$ cat config.mk
export PLATFORM = sky130hd
export DESIGN_NAME = hires_artifact_color_row_flat
export DESIGN_NICKNAME = d
export VERILOG_FILES = /design/src/hdl/hacr_pkg.sv /design/src/hdl/hacr_if.sv /design/src/hdl/hacr_front.sv /design/src/hdl/hacr_queue.sv /design/src/hdl/hacr_back.sv /design/src/hdl/hires_artifact_color_row.sv /design/src/flat_wrapper.sv
export VERILOG_INCLUDE_DIRS = /design/src /design/src/hdl
export SDC_FILE = /design/constraint.sdc
export NUM_CORES = 1
export LEC_CHECK = 0
export ABC_AREA = 1
export BUFFER_PORTS_ARGS = -buffer_cell sky130_fd_sc_hd__clkbuf_2
export CORE_ASPECT_RATIO = 0.75
export CORE_MARGIN = 1.5
export CORE_UTILIZATION = 34
export DETAILED_ROUTE_END_ITERATION = 12
export GPL_ROUTABILITY_DRIVEN = 0
export GPL_TIMING_DRIVEN = 0
export PLACE_DENSITY = 0.58
export SLEW_MARGIN = 20
export SYNTH_ARGS = -nofsm -noshare
export SYNTH_HDL_FRONTEND = slang
export SYNTH_SLANG_ARGS = --single-unit
$ cat constraint.sdc
create_clock -name clk -period 9.6 [get_ports clk]
set_input_delay 2.4 -clock clk [delete_from_list [all_inputs] [get_ports clk]]
set_output_delay 2.4 -clock clk [all_outputs]
set_load 0.05 [all_outputs]
$ cat src/hdl/assert_macros.svh
// assertion macros shared by the row decoder modules
`ifndef ASSERT_MACROS_SVH
`define ASSERT_MACROS_SVH

// same-cycle implication, clocked on clk, off during rst
`define ASSERT_IMPLIES(label, ante, cons) \
  label: assert property (@(posedge clk) disable iff (rst) (ante) |-> (cons)) \
    else $error("implication check failed");

// next-cycle implication, clocked on clk, off during rst
`define ASSERT_NEXT(label, ante, cons) \
  label: assert property (@(posedge clk) disable iff (rst) (ante) |=> (cons)) \
    else $error("next-cycle check failed");

`endif

$ cat src/hdl/hacr_pkg.sv
// constants and types for the hi-res artifact colour row decoder
`default_nettype none

package hacr_pkg;

  localparam int ROW_BYTES    = 40;
  localparam int PIX_PER_BYTE = 7;
  localparam int COL_W        = 9;
  localparam int CNT_W        = $clog2(ROW_BYTES);
  localparam int LAST_COL     = PIX_PER_BYTE * ROW_BYTES - 1;
  localparam int SPAN_PAD     = 2;
  localparam int JOB_PIX      = 2 * PIX_PER_BYTE;
  localparam int SEL_W        = $clog2(JOB_PIX);
  localparam int QUEUE_DEPTH  = 4;
  localparam int QPTR_W       = $clog2(QUEUE_DEPTH);

  typedef logic [COL_W-1:0] col_t;
  typedef logic [2:0] code_t;

  localparam code_t CODE_BLACK  = 3'd0;
  localparam code_t CODE_GREEN  = 3'd1;
  localparam code_t CODE_VIOLET = 3'd2;
  localparam code_t CODE_WHITE  = 3'd3;
  localparam code_t CODE_ORANGE = 3'd4;
  localparam code_t CODE_BLUE   = 3'd5;

  // pixels of one request: up to two bytes, lowest mask bit leftmost
  typedef struct packed {
    col_t                       col;
    code_t [JOB_PIX-1:0]        codes;
    logic  [JOB_PIX-1:0]        mask;
  } job_t;

endpackage

`default_nettype wire

$ cat src/hdl/hacr_if.sv
// handshake channels of the row decoder: row bytes, pixels, palette write
`default_nettype none

interface hacr_row_if import hacr_pkg::*; ();
  logic       valid;
  logic       ready;
  logic [7:0] row_byte;
  col_t       span_first;
  col_t       span_final;
  modport source (output valid, row_byte, span_first, span_final, input ready);
  modport sink   (input valid, row_byte, span_first, span_final, output ready);
endinterface

interface hacr_pixel_if import hacr_pkg::*; ();
  logic       valid;
  logic       ready;
  col_t       pixel_x;
  logic [7:0] pixel_color;
  logic       run_end;
  modport source (output valid, pixel_x, pixel_color, run_end, input ready);
  modport sink   (input valid, pixel_x, pixel_color, run_end, output ready);
endinterface

interface hacr_cfg_if;
  logic       valid;
  logic       ready;
  logic [7:0] data;
  modport source (output valid, data, input ready);
  modport sink   (input valid, data, output ready);
endinterface

`default_nettype wire

$ cat src/hdl/hacr_front.sv
// front end: takes row bytes, tracks the span and builds pixel colour jobs
`default_nettype none
`include "assert_macros.svh"

module hacr_front import hacr_pkg::*; (
  input  logic         clk,
  input  logic         rst,
  hacr_row_if.sink     row,
  output logic         push,
  output job_t         push_job,
  input  logic         full
);

  typedef struct packed {
    code_t [PIX_PER_BYTE-1:0] codes;
    logic  [PIX_PER_BYTE-1:0] mask;
  } byte_out_t;

  localparam int WIN = 3 * PIX_PER_BYTE;

  logic [CNT_W-1:0] seen;
  col_t             col;
  logic [7:0]       h0;
  logic [7:0]       h1;
  col_t             span_low;
  col_t             span_high;

  logic             acc;
  logic             first;
  logic             last;
  byte_out_t        wa;
  byte_out_t        wb;
  col_t             col_next;
  col_t             low_next;
  col_t             high_next;
  logic [COL_W:0]   fin_pad;

  function automatic byte_out_t window_codes(input logic [7:0] w0, input logic [7:0] w1,
                                             input logic [7:0] w2, input col_t cb,
                                             input col_t lo, input col_t hi);
    logic  [WIN-1:0]  lit;
    code_t [WIN-1:0]  base;
    logic  [WIN-1:0]  ins;
    logic             pal;
    logic  [COL_W:0]  cw;
    code_t            v;
    int               p;
    byte_out_t        r;
    for (int i = 0; i < PIX_PER_BYTE; i++) begin
      lit[i]                  = w0[i];
      lit[i+PIX_PER_BYTE]     = w1[i];
      lit[i+2*PIX_PER_BYTE]   = w2[i];
    end
    base = '0;
    ins  = '0;
    for (int i = PIX_PER_BYTE - 1; i <= 2 * PIX_PER_BYTE; i++) begin
      pal = (i < PIX_PER_BYTE) ? w0[7] : ((i < 2 * PIX_PER_BYTE) ? w1[7] : w2[7]);
      cw  = {1'b0, cb} + (COL_W+1)'(i) - (COL_W+1)'(PIX_PER_BYTE);
      ins[i] = (cw >= {1'b0, lo}) && (cw <= {1'b0, hi});
      if (!lit[i]) begin
        base[i] = CODE_BLACK;
      end else if (lit[i-1] || lit[i+1]) begin
        base[i] = CODE_WHITE;
      end else if (cw[0]) begin
        base[i] = pal ? CODE_ORANGE : CODE_GREEN;
      end else begin
        base[i] = pal ? CODE_BLUE : CODE_VIOLET;
      end
    end
    for (int j = 0; j < PIX_PER_BYTE; j++) begin
      v = base[j+PIX_PER_BYTE];
      p = (cb[0] ^ j[0]) ? j + PIX_PER_BYTE - 1 : j + PIX_PER_BYTE + 1;
      // black pixel borrows the colour of its pair partner
      if (v == CODE_BLACK && ins[p] && base[p] != CODE_BLACK && base[p] != CODE_WHITE) begin
        v = base[p];
      end
      r.codes[j] = v;
      r.mask[j]  = ins[j+PIX_PER_BYTE];
    end
    return r;
  endfunction

  assign row.ready = !full;
  assign acc       = row.valid && row.ready;
  assign first     = (seen == '0);
  assign last      = (seen == CNT_W'(ROW_BYTES - 1));
  assign col_next  = col + COL_W'(PIX_PER_BYTE);

  always_comb begin
    wa = window_codes(h1, h0, row.row_byte, col, span_low, span_high);
    wb = window_codes(h0, row.row_byte, 8'h00, col_next, span_low, span_high);
    push_job.col   = col;
    push_job.codes = {wb.codes, wa.codes};
    push_job.mask  = {(last ? wb.mask : {PIX_PER_BYTE{1'b0}}), wa.mask};
    push           = acc && !first && (push_job.mask != '0);
  end

  always_comb begin
    fin_pad   = {1'b0, row.span_final} + (COL_W+1)'(SPAN_PAD);
    low_next  = (row.span_first >= COL_W'(SPAN_PAD)) ?
                row.span_first - COL_W'(SPAN_PAD) : '0;
    high_next = (fin_pad > (COL_W+1)'(LAST_COL)) ? COL_W'(LAST_COL) : fin_pad[COL_W-1:0];
  end

  always_ff @(posedge clk) begin
    if (rst) begin
      seen      <= '0;
      col       <= '0;
      h0        <= '0;
      h1        <= '0;
      span_low  <= '0;
      span_high <= '0;
    end else if (acc) begin
      if (first) begin
        span_low  <= low_next;
        span_high <= high_next;
        h1        <= '0;
        h0        <= row.row_byte;
        col       <= '0;
        seen      <= CNT_W'(1);
      end else begin
        h1   <= h0;
        h0   <= row.row_byte;
        col  <= col_next;
        seen <= last ? '0 : seen + CNT_W'(1);
      end
    end
  end

  `ASSERT_IMPLIES(a_seen_range, 1'b1, seen <= CNT_W'(ROW_BYTES - 1))
  `ASSERT_IMPLIES(a_push_has_room, push, !full)

endmodule

`default_nettype wire

$ cat src/hdl/hacr_queue.sv
// short job queue between front and back end
`default_nettype none
`include "assert_macros.svh"

module hacr_queue import hacr_pkg::*; (
  input  logic clk,
  input  logic rst,
  input  logic push,
  input  job_t push_job,
  output logic full,
  input  logic pop,
  output job_t pop_job,
  output logic empty
);

  job_t              entries [QUEUE_DEPTH];
  logic [QPTR_W-1:0] wptr;
  logic [QPTR_W-1:0] rptr;
  logic [QPTR_W:0]   count;

  assign full    = (count == (QPTR_W+1)'(QUEUE_DEPTH));
  assign empty   = (count == '0);
  assign pop_job = entries[rptr];

  always_ff @(posedge clk) begin
    if (push) begin
      entries[wptr] <= push_job;
    end
  end

  always_ff @(posedge clk) begin
    if (rst) begin
      wptr  <= '0;
      rptr  <= '0;
      count <= '0;
    end else begin
      if (push) begin
        wptr <= wptr + QPTR_W'(1);
      end
      if (pop) begin
        rptr <= rptr + QPTR_W'(1);
      end
      if (push && !pop) begin
        count <= count + (QPTR_W+1)'(1);
      end else if (pop && !push) begin
        count <= count - (QPTR_W+1)'(1);
      end
    end
  end

  `ASSERT_IMPLIES(a_no_underflow, pop, !empty)
  `ASSERT_NEXT(a_push_fills, push && !pop, !empty)

endmodule

`default_nettype wire

$ cat src/hdl/hacr_back.sv
// back end: walks each job's pixel mask and drives the pixel output register
`default_nettype none
`include "assert_macros.svh"

module hacr_back import hacr_pkg::*; (
  input  logic        clk,
  input  logic        rst,
  input  job_t        pop_job,
  input  logic        empty,
  output logic        pop,
  input  logic [7:0]  palette_base,
  hacr_pixel_if.source pixel
);

  logic               cur_valid;
  job_t               cur;
  logic               pix_valid;
  col_t               pix_x;
  logic [7:0]         pix_color;
  logic               pix_end;

  logic               advance;
  logic [SEL_W-1:0]   sel;
  logic [JOB_PIX-1:0] rest;
  logic               done;

  always_comb begin
    sel = '0;
    for (int i = JOB_PIX - 1; i >= 0; i--) begin
      if (cur.mask[i]) begin
        sel = SEL_W'(i);
      end
    end
  end

  assign rest    = cur.mask & (cur.mask - JOB_PIX'(1));
  assign done    = (rest == '0);
  assign advance = cur_valid && (!pix_valid || pixel.ready);
  assign pop     = !empty && (!cur_valid || (advance && done));

  always_ff @(posedge clk) begin
    if (rst) begin
      cur_valid <= 1'b0;
    end else if (pop) begin
      cur       <= pop_job;
      cur_valid <= 1'b1;
    end else if (advance) begin
      cur.mask <= rest;
      if (done) begin
        cur_valid <= 1'b0;
      end
    end
  end

  always_ff @(posedge clk) begin
    if (rst) begin
      pix_valid <= 1'b0;
    end else if (advance) begin
      pix_valid <= 1'b1;
      pix_x     <= cur.col + COL_W'(sel);
      pix_color <= palette_base + 8'(cur.codes[sel]);
      pix_end   <= done;
    end else if (pixel.ready) begin
      pix_valid <= 1'b0;
    end
  end

  assign pixel.valid       = pix_valid;
  assign pixel.pixel_x     = pix_x;
  assign pixel.pixel_color = pix_color;
  assign pixel.run_end     = pix_end;

  `ASSERT_IMPLIES(a_job_not_empty, cur_valid, cur.mask != '0)
  `ASSERT_IMPLIES(a_pixel_in_row, pix_valid, pix_x <= COL_W'(LAST_COL))

endmodule

`default_nettype wire

$ cat src/hdl/hires_artifact_color_row.sv
// top level of the hi-res artifact colour row decoder
// Takes the row bytes of one hi-res display line, one byte per request on row,
// and emits the in-span pixels on pixel one byte late, one pixel per cycle while
// pixel is ready, from the back end's output register; a byte fully inside the
// span gives 7 pixels, the row's last byte up to 14, and bytes or pixels outside
// the span give none. The front end accepts a byte in every cycle while the
// 4-entry job queue has room, so input and output stall independently. The
// palette base written on cfg is added to each colour code at the output and
// must only change while no row data is in flight.
`default_nettype none

module hires_artifact_color_row import hacr_pkg::*; (
  input  logic          clk,
  input  logic          rst,
  hacr_row_if.sink      row,
  hacr_pixel_if.source  pixel,
  hacr_cfg_if.sink      cfg
);

  logic [7:0] palette_base;
  logic       push;
  job_t       push_job;
  logic       full;
  logic       pop;
  job_t       pop_job;
  logic       empty;

  assign cfg.ready = 1'b1;

  always_ff @(posedge clk) begin
    if (rst) begin
      palette_base <= '0;
    end else if (cfg.valid && cfg.ready) begin
      palette_base <= cfg.data;
    end
  end

  hacr_front u_front (
    .clk      (clk),
    .rst      (rst),
    .row      (row),
    .push     (push),
    .push_job (push_job),
    .full     (full)
  );

  hacr_queue u_queue (
    .clk      (clk),
    .rst      (rst),
    .push     (push),
    .push_job (push_job),
    .full     (full),
    .pop      (pop),
    .pop_job  (pop_job),
    .empty    (empty)
  );

  hacr_back u_back (
    .clk          (clk),
    .rst          (rst),
    .pop_job      (pop_job),
    .empty        (empty),
    .pop          (pop),
    .palette_base (palette_base),
    .pixel        (pixel)
  );

endmodule

`default_nettype wire

$ cat src/flat_wrapper.sv
// flat-port wrapper written by rule: the top's interface ports become plain ports
module hires_artifact_color_row_flat import hacr_pkg::*;
  (clk, rst, row_valid, row_row_byte, row_span_first, row_span_final, row_ready, pixel_valid, pixel_pixel_x, pixel_pixel_color, pixel_run_end, pixel_ready, cfg_valid, cfg_data, cfg_ready);
  hacr_row_if row_i ();
  hacr_pixel_if pixel_i ();
  hacr_cfg_if cfg_i ();
  input  logic clk;
  input  logic rst;
  input wire logic [$bits(row_i.valid)-1:0] row_valid;
  input wire logic [$bits(row_i.row_byte)-1:0] row_row_byte;
  input wire logic [$bits(row_i.span_first)-1:0] row_span_first;
  input wire logic [$bits(row_i.span_final)-1:0] row_span_final;
  output wire logic [$bits(row_i.ready)-1:0] row_ready;
  output wire logic [$bits(pixel_i.valid)-1:0] pixel_valid;
  output wire logic [$bits(pixel_i.pixel_x)-1:0] pixel_pixel_x;
  output wire logic [$bits(pixel_i.pixel_color)-1:0] pixel_pixel_color;
  output wire logic [$bits(pixel_i.run_end)-1:0] pixel_run_end;
  input wire logic [$bits(pixel_i.ready)-1:0] pixel_ready;
  input wire logic [$bits(cfg_i.valid)-1:0] cfg_valid;
  input wire logic [$bits(cfg_i.data)-1:0] cfg_data;
  output wire logic [$bits(cfg_i.ready)-1:0] cfg_ready;
  assign row_i.valid = row_valid;
  assign row_i.row_byte = row_row_byte;
  assign row_i.span_first = row_span_first;
  assign row_i.span_final = row_span_final;
  assign row_ready = row_i.ready;
  assign pixel_valid = pixel_i.valid;
  assign pixel_pixel_x = pixel_i.pixel_x;
  assign pixel_pixel_color = pixel_i.pixel_color;
  assign pixel_run_end = pixel_i.run_end;
  assign pixel_i.ready = pixel_ready;
  assign cfg_i.valid = cfg_valid;
  assign cfg_i.data = cfg_data;
  assign cfg_ready = cfg_i.ready;
  hires_artifact_color_row u_core (.clk(clk), .rst(rst), .row(row_i), .pixel(pixel_i), .cfg(cfg_i));
endmodule
==> impl_metrics.toml, run 1 <==
[critical_path]
crit_path_start_kind = "register"
path_max_fanout = 22
slowest_delay_ps = 900
critPathBufInv = 9
reg2reg_depth = 29
path_depth = 29
crit_top_cell = "nand2_1"
crit_family = "buffers and inverters"
end_kind = "register"
required_ps = 9870
crit_start = "u_core.u_front.col[0]$_SDFFE_PP0P_"
arrival_ps = 8490
reg2reg_from = "u_core.u_front.col[0]$_SDFFE_PP0P_"
worstSetupPathType = "register to register"
crit_slowest_cell = "ha_1"

[logic_synthesis]
yosys.area_share.simple_pct = 18.02
avgSynthCellArea_sq_um = 8.864
synth_top_area_cell = "edfxtp_1"
yosysUniqueCellTypes = 63
ys.flop_type = "edfxtp_1"
synth_adder_area_share_pct = 14.08
yosysSeqAreaShare_pct = 44.88
synth_edf_count = 343
synth_mux_area_share_pct = 0.03886
synth_top_family_by_area = "simple AND/OR/NAND/NOR gates"
netlist.area_leader.share_pct = 39.98
syn_inst = 2906
yosysWarnings = 0
synth_xor_area_share_pct = 3.094
ys_ff_latch = 406
async_reset_ff_share_pct = 0
syn-num-nets = 3233
synth_area_sq_mm = 0.02576
synth_area_leaders = "edfxtp_1 40%, ha_1 14%, nand2_1 7.8%, o21ai_0 5.3%, dfxtp_1 4.9%"
synth_compound_area_share_pct = 13.68

[sta]
setup_viol = 0
hold_viol = 0
fin_crit_sh_pct = 85.64
fin_crit_ps = 8221
clock_skew_ps = 25.68
max-slew-margin-rel_pct = 21.74
tightest_slew_ps = 1173
fmax_mhz = 121.6
rsz0062_at_grt = "false"
slew_violations = 0
fin_ws_ps = 1379

[drt]
drt-total-wl_mm = 80.15
ant_nets = 0
dr.max_layer_used = "met4"
wl_per_cell_um = 19.88
drt-met1-wl_mm = 38.60
wl_met2_mm = 32.35
dr.pass1.iters = 8
dr_wl_met3_mm = 7.002
drc = 0
drt_first_iter_violations = 2330
avgViaCountPerCell = 5.282
vias = 21300

[die]
die_area_sq_mm = 0.07744
dieHeight_um = 241.4
coreArea_sq_mm = 0.07511
dieWidth_um = 320.8
row_count = 87
start_util_pct = 34.30
boundaryPins = 60

[placement]
dp.cells = 3957
postPlaceCellArea_sq_mm = 0.02768
hpwl_mm = 58.96
portBuffers = 57
place_ws_ps = 1600

[cells_and_area]
antenna_cells = 0
final_nets = 3350
most-common-layout-cells = "532 x nand2_1, 343 x edfxtp_1, 308 x inv_1, 288 x nor2_1, 285 x ha_1"
layout_commonest_cell = "nand2_1"
drive_above_1_share_pct = 7.141
stdcell_count = 4032
stdcell_area_sq_mm = 0.02907
syn_to_final_growth_pct = 12.85

[cts]
postCtsSetupBuffers = 0
post_cts_resized = 0
postCtsHoldBufs = 0
clk_latency_ps = 580
cts_sinks = 406
ctsHtreeMaxLevel = 2
clockBufferDepth = 3
cts_tree = "done"
numCtsBuffers = 43
cts-root-buf = "clkbuf_16"
path_clk_slew_ps = 60

[run_status]
outcome = "finished, final reports clean"

[hold_path]
holdCritStartpoint = "u_core.u_front.h1[7]$_SDFFE_PP0P_"
hp-class = "register to register"
holdPathStages = 2

[run]
cap_violations = 0

[grt]
grt_pass1_vias = 20010
antenna_found_initial = 0
grt-ovfl-total = 0
grt_max_degree = 23
grt_pass1_wl_mm = 121.2
grt_use_total_pct = 20.61

[pwr]
vdd_ir_drop_max_uv = 136.6
power.density_mw_per_mm2 = 255.1
leakage_nw = 12.27
[per-stage QoR]
step / utilization [%] / total power, mW / hold WS (ps) / setup TNS (ps)
after floorplan: - / 4.595 / 433.1 / 0
after global placement: 36.31 / 5.641 / 451.1 / -609500
after detailed placement: 36.85 / 5.712 / 460.3 / 0
after CTS: 38.70 / 7.391 / 469.6 / 0
after global routing: 38.70 / 7.931 / 507.2 / 0
final: 38.70 / 7.417 / 470.8 / 0
[cell usage after synthesis, types with 5 or more instances]
cell type and count:
nor4_1 11, edfxtp_1 343, xnor2_1 15, o21ai_0 274, dfxtp_1 63, nor2_2 6, nand3b_1 7, buf_4 8
o221ai_1 5, o21a_1 8, nand2_2 15, nand3_1 136, nand4_1 24, clkbuf_1 54, o21bai_1 27, xor2_1 76
buf_1 13, ha_1 285, nand2_1 532, o211ai_1 14, a31oi_1 5, inv_2 13, nor3_1 20, o22ai_1 72
a21oi_1 173, buf_2 9, clkinv_1 5, inv_1 308, nor2_1 294, a21o_1 17, and3_1 8
[layout make-up]
cell class	count	area, sq um
fillers	7513	46040
multi-input cells	2088	12640
flip-flops and latches	406	11560
inverters	327	1230
well taps	979	1225
clock buffers	53	1135
repair buffers	72	655.6
plain buffers	85	367.9
clock inverters	22	255.2
[path summary, 6_finish.rpt]
path                                             end  slack (ps)
min reg2reg        u_core.u_front.h1[7]$_SDFFE_PP0P_         470
max          u_core.u_queue.entries[1][46]$_DFFE_PP_        1380
min                u_core.u_front.h1[7]$_SDFFE_PP0P_         470
max reg2reg  u_core.u_queue.entries[1][46]$_DFFE_PP_        1380
[sequential cells by signal (all words and copies together), names as in the netlist, 2 cells and up, named ones only]
signal and cells:
u_core.u_queue.entries 260, u_core.u_back.cur 65, u_core.u_back.pixel.pixel_x 9, u_core.u_front.col 9, u_core.u_front.span_high 9, u_core.u_front.span_low 9
u_core.palette_base 8, u_core.u_back.pixel.pixel_color 8, u_core.u_front.h0 8, u_core.u_front.seen 6, u_core.u_front.h1 3, u_core.u_queue.count 3
u_core.u_queue.rptr 2, u_core.u_queue.wptr 2
[cells by family (layout without fill, tap and decap cells)]
group	after synthesis	in the layout
AOI/OAI and AO/OA	625	625
xor gates and xnor gates	91	91
adders and majority gates	288	288
buffers and inverters	412	559
DFF	406	406
muxes	1	1
other	1	1
and+or+nand+nor	1082	1082
[per-layer routing]
| metal | up-vias | GRT usage [%] |
|---|---|---|
| met5 | - | 0 |
| met4 | 0 | 5.746 |
| met3 | 132 | 3.862 |
| met2 | 876 | 30.51 |
| met1 | 10040 | 30.47 |
| li1 | 10250 | - |
[where the power goes]
group / leakage (nW) / internal (mW) / switching (mW) / total, mW
clock network: 0.671 / 0.974 / 0.697 / 1.67
registers: 3.66 / 2.32 / 0.113 / 2.43
logic: 7.95 / 0.986 / 2.33 / 3.32
total: 12.3 / 4.28 / 3.14 / 7.42
[tightest hold or removal path, cell delays in order, from the launching register on]
cell and delay (ps):
dfxtp_1 310, nand2_1 60, a21oi_1 50
(Power assumes the default switching activity.)
==> run 2: changes to the inputs <==
--- a/config.mk
+++ b/config.mk
@@ -9,7 +9,7 @@
 export ABC_AREA = 1
 export BUFFER_PORTS_ARGS = -buffer_cell sky130_fd_sc_hd__clkbuf_2
 export CORE_ASPECT_RATIO = 0.75
-export CORE_MARGIN = 1.5
+export CORE_MARGIN = 2
 export CORE_UTILIZATION = 34
 export DETAILED_ROUTE_END_ITERATION = 12
 export GPL_ROUTABILITY_DRIVEN = 0
==> run 2 against run 1 <==
Register-to-register slack worse by 120 ps. Wire length up 0.14%. Non-clock buffer count up 1. Cell count up 0.17%. Global-route usage down 0.33 points. Sequential power about the same. Clock-buffer cell count up 3. Worst setup slack worse by 120 ps. Clock power about the same. First-iteration DRC count up 6.8%. Critical path type unchanged.
==> impl_metrics.toml, run 2 (synthesis gave the netlist of run 1 again) <==
[cells_and_area]
syn_to_final_growth_pct = 12.93
most-common-layout-cells = "532 x nand2_1, 343 x edfxtp_1, 307 x inv_1, 288 x nor2_1, 285 x ha_1"
antenna_cells = 0
num-fill-cells = 7581
final_nets = 3353
stdcell_count = 4039
final_util_pct = 38.73
reg_top3 = "u_core.u_queue.entries: 260 flops, u_core.u_back.cur: 65 flops"
largest_reg_flops = 260
drive_above_1_share_pct = 7.255
layout_commonest_cell = "nand2_1"
top_register = "u_core.u_queue.entries"
multi_input_area_sq_mm = 0.01264
stdcell_area_sq_mm = 0.02909
final-seq-area_sq_mm = 0.01156

[grt]
antenna_found_initial = 3
grt_max_degree = 26
grt_pass1_wl_mm = 120.9
grt_pass1_vias = 19690
grt_use_total_pct = 20.28
grt-ovfl-total = 0

[critical_path]
required_ps = 10060
crit_start = "u_core.u_front.col[0]$_SDFFE_PP0P_"
crit_top_cell = "nand2_1"
path_max_fanout = 15
worstSetupPathType = "register to register"
end_kind = "register"
crit_path_start_kind = "register"
r2r_setup_slack_ps = 1260
crit_slowest_cell = "ha_1"
slowest_delay_ps = 920
worstReg2RegEnd = "u_core.u_queue.count[2]$_SDFFE_PP0P_"
reg2reg_depth = 33
arrival_ps = 8800
cp-endpoint = "u_core.u_queue.count[2]$_SDFFE_PP0P_"
reg2reg_from = "u_core.u_front.col[0]$_SDFFE_PP0P_"

[pwr]
power.density_mw_per_mm2 = 254.4
vdd_ir_drop_max_uv = 166.5
total_power_mw = 7.402
leakage_nw = 12.28

[drt]
vias = 21210
drc = 0
dr.pass1.iters = 6
dr.max_layer_used = "met5"
drt_first_iter_violations = 2489
drt-total-wl_mm = 80.26
dr_wl_met3_mm = 7.727
wl_met2_mm = 32.55
wl_per_cell_um = 19.87
ant_nets = 0
avgViaCountPerCell = 5.252
drt-met1-wl_mm = 38.22

[die]
dieWidth_um = 321.8
boundaryPins = 60
row_count = 87
dieHeight_um = 242.4
coreArea_sq_mm = 0.07511
start_util_pct = 34.30
die_area_sq_mm = 0.07800

[run_status]
outcome = "finished, final reports clean"

[sta]
setup_viol = 0
fin_crit_ps = 8339
clock_skew_ps = 35.35
fin_ws_ps = 1261
fmax_mhz = 119.9
setup_tns_ps = 0
fin_crit_sh_pct = 86.87
max-slew-margin-rel_pct = 20.74
hold_slack_ps = 468.2
tightest_slew_ps = 1188
slew_violations = 0
hold_viol = 0
rsz0062_at_grt = "false"

[hold_path]
hp-class = "register to register"

[placement]
hpwl_mm = 58.80
postPlaceCellArea_sq_mm = 0.02770
portBuffers = 57
dp.cells = 3958
place_ws_ps = 1496

[run]
cap_violations = 0

[cts]
ctsHtreeMaxLevel = 2
path_clk_slew_ps = 60
cts-root-buf = "clkbuf_16"
numCtsBuffers = 45
post_cts_resized = 0
cts_tree = "done"
clk_latency_ps = 600
clockBufferDepth = 3
postCtsHoldBufs = 0
postCtsSetupBuffers = 0
cts_sinks = 406
-- run 2: critical path, delay by kind of cell, from the launching register on --
| family | cells | cell delay [ps] |
|---|---|---|
| flip-flops | 1 | 840 |
| XOR/XNOR | 1 | 180 |
| buffers and inverters | 8 | 2520 |
| AO/OA/AOI/OAI | 6 | 800 |
| adder cells (fa/ha/maj) | 5 | 2170 |
| AND/OR/NAND/NOR | 13 | 1650 |
-- run 2: report_power, final --
group          internal [mW]  leakage, nW  switching [mW]
sequential              2.32         3.66           0.110
combinational          0.986         7.95            2.32
clock                  0.932        0.670           0.734
total                   4.23         12.3            3.17
-- run 2: layout make-up --
type / count / share of cell area [%]
well taps: 979 / 4.211
plain buffers: 85 / 1.264
clock inverters: 25 / 0.7355
inverters: 327 / 4.228
multi-input cells: 2088 / 43.45
flip-flops and latches: 406 / 39.74
repair buffers: 73 / 2.322
clock buffers: 56 / 4.047
-- run 2: routing by layer --
layer  up-vias  GRT usage (%)
met5         -              0
met4         4          4.824
met3       114          4.447
met2       858          29.20
met1      9946          30.55
li1      10290              -
-- run 2: how the worst min path moves through the flow --
| stage | startpoint | to | slack, ps | cells past startpoint |
|---|---|---|---|---|
| floorplan | u_core.u_queue.rptr[1]$_SDFFE_PP0P_ | register | 430 | 2 |
| global placement | u_core.u_front.h1[7]$_SDFFE_PP0P_ | u_core.u_front.h1[7]$_SDFFE_PP0P_ | 460 | 2 |
| detailed placement | u_core.u_queue.rptr[1]$_SDFFE_PP0P_ | register | 460 | 2 |
| CTS | u_core.u_front.h1[7]$_SDFFE_PP0P_ | u_core.u_front.h1[7]$_SDFFE_PP0P_ | 470 | 2 |
| global route | u_core.u_front.h1[7]$_SDFFE_PP0P_ | u_core.u_front.h1[7]$_SDFFE_PP0P_ | 490 | 2 |
| finish | u_core.u_queue.rptr[1]$_SDFFE_PP0P_ | u_core.u_queue.rptr[1]$_SDFFE_PP0P_ | 470 | 2 |
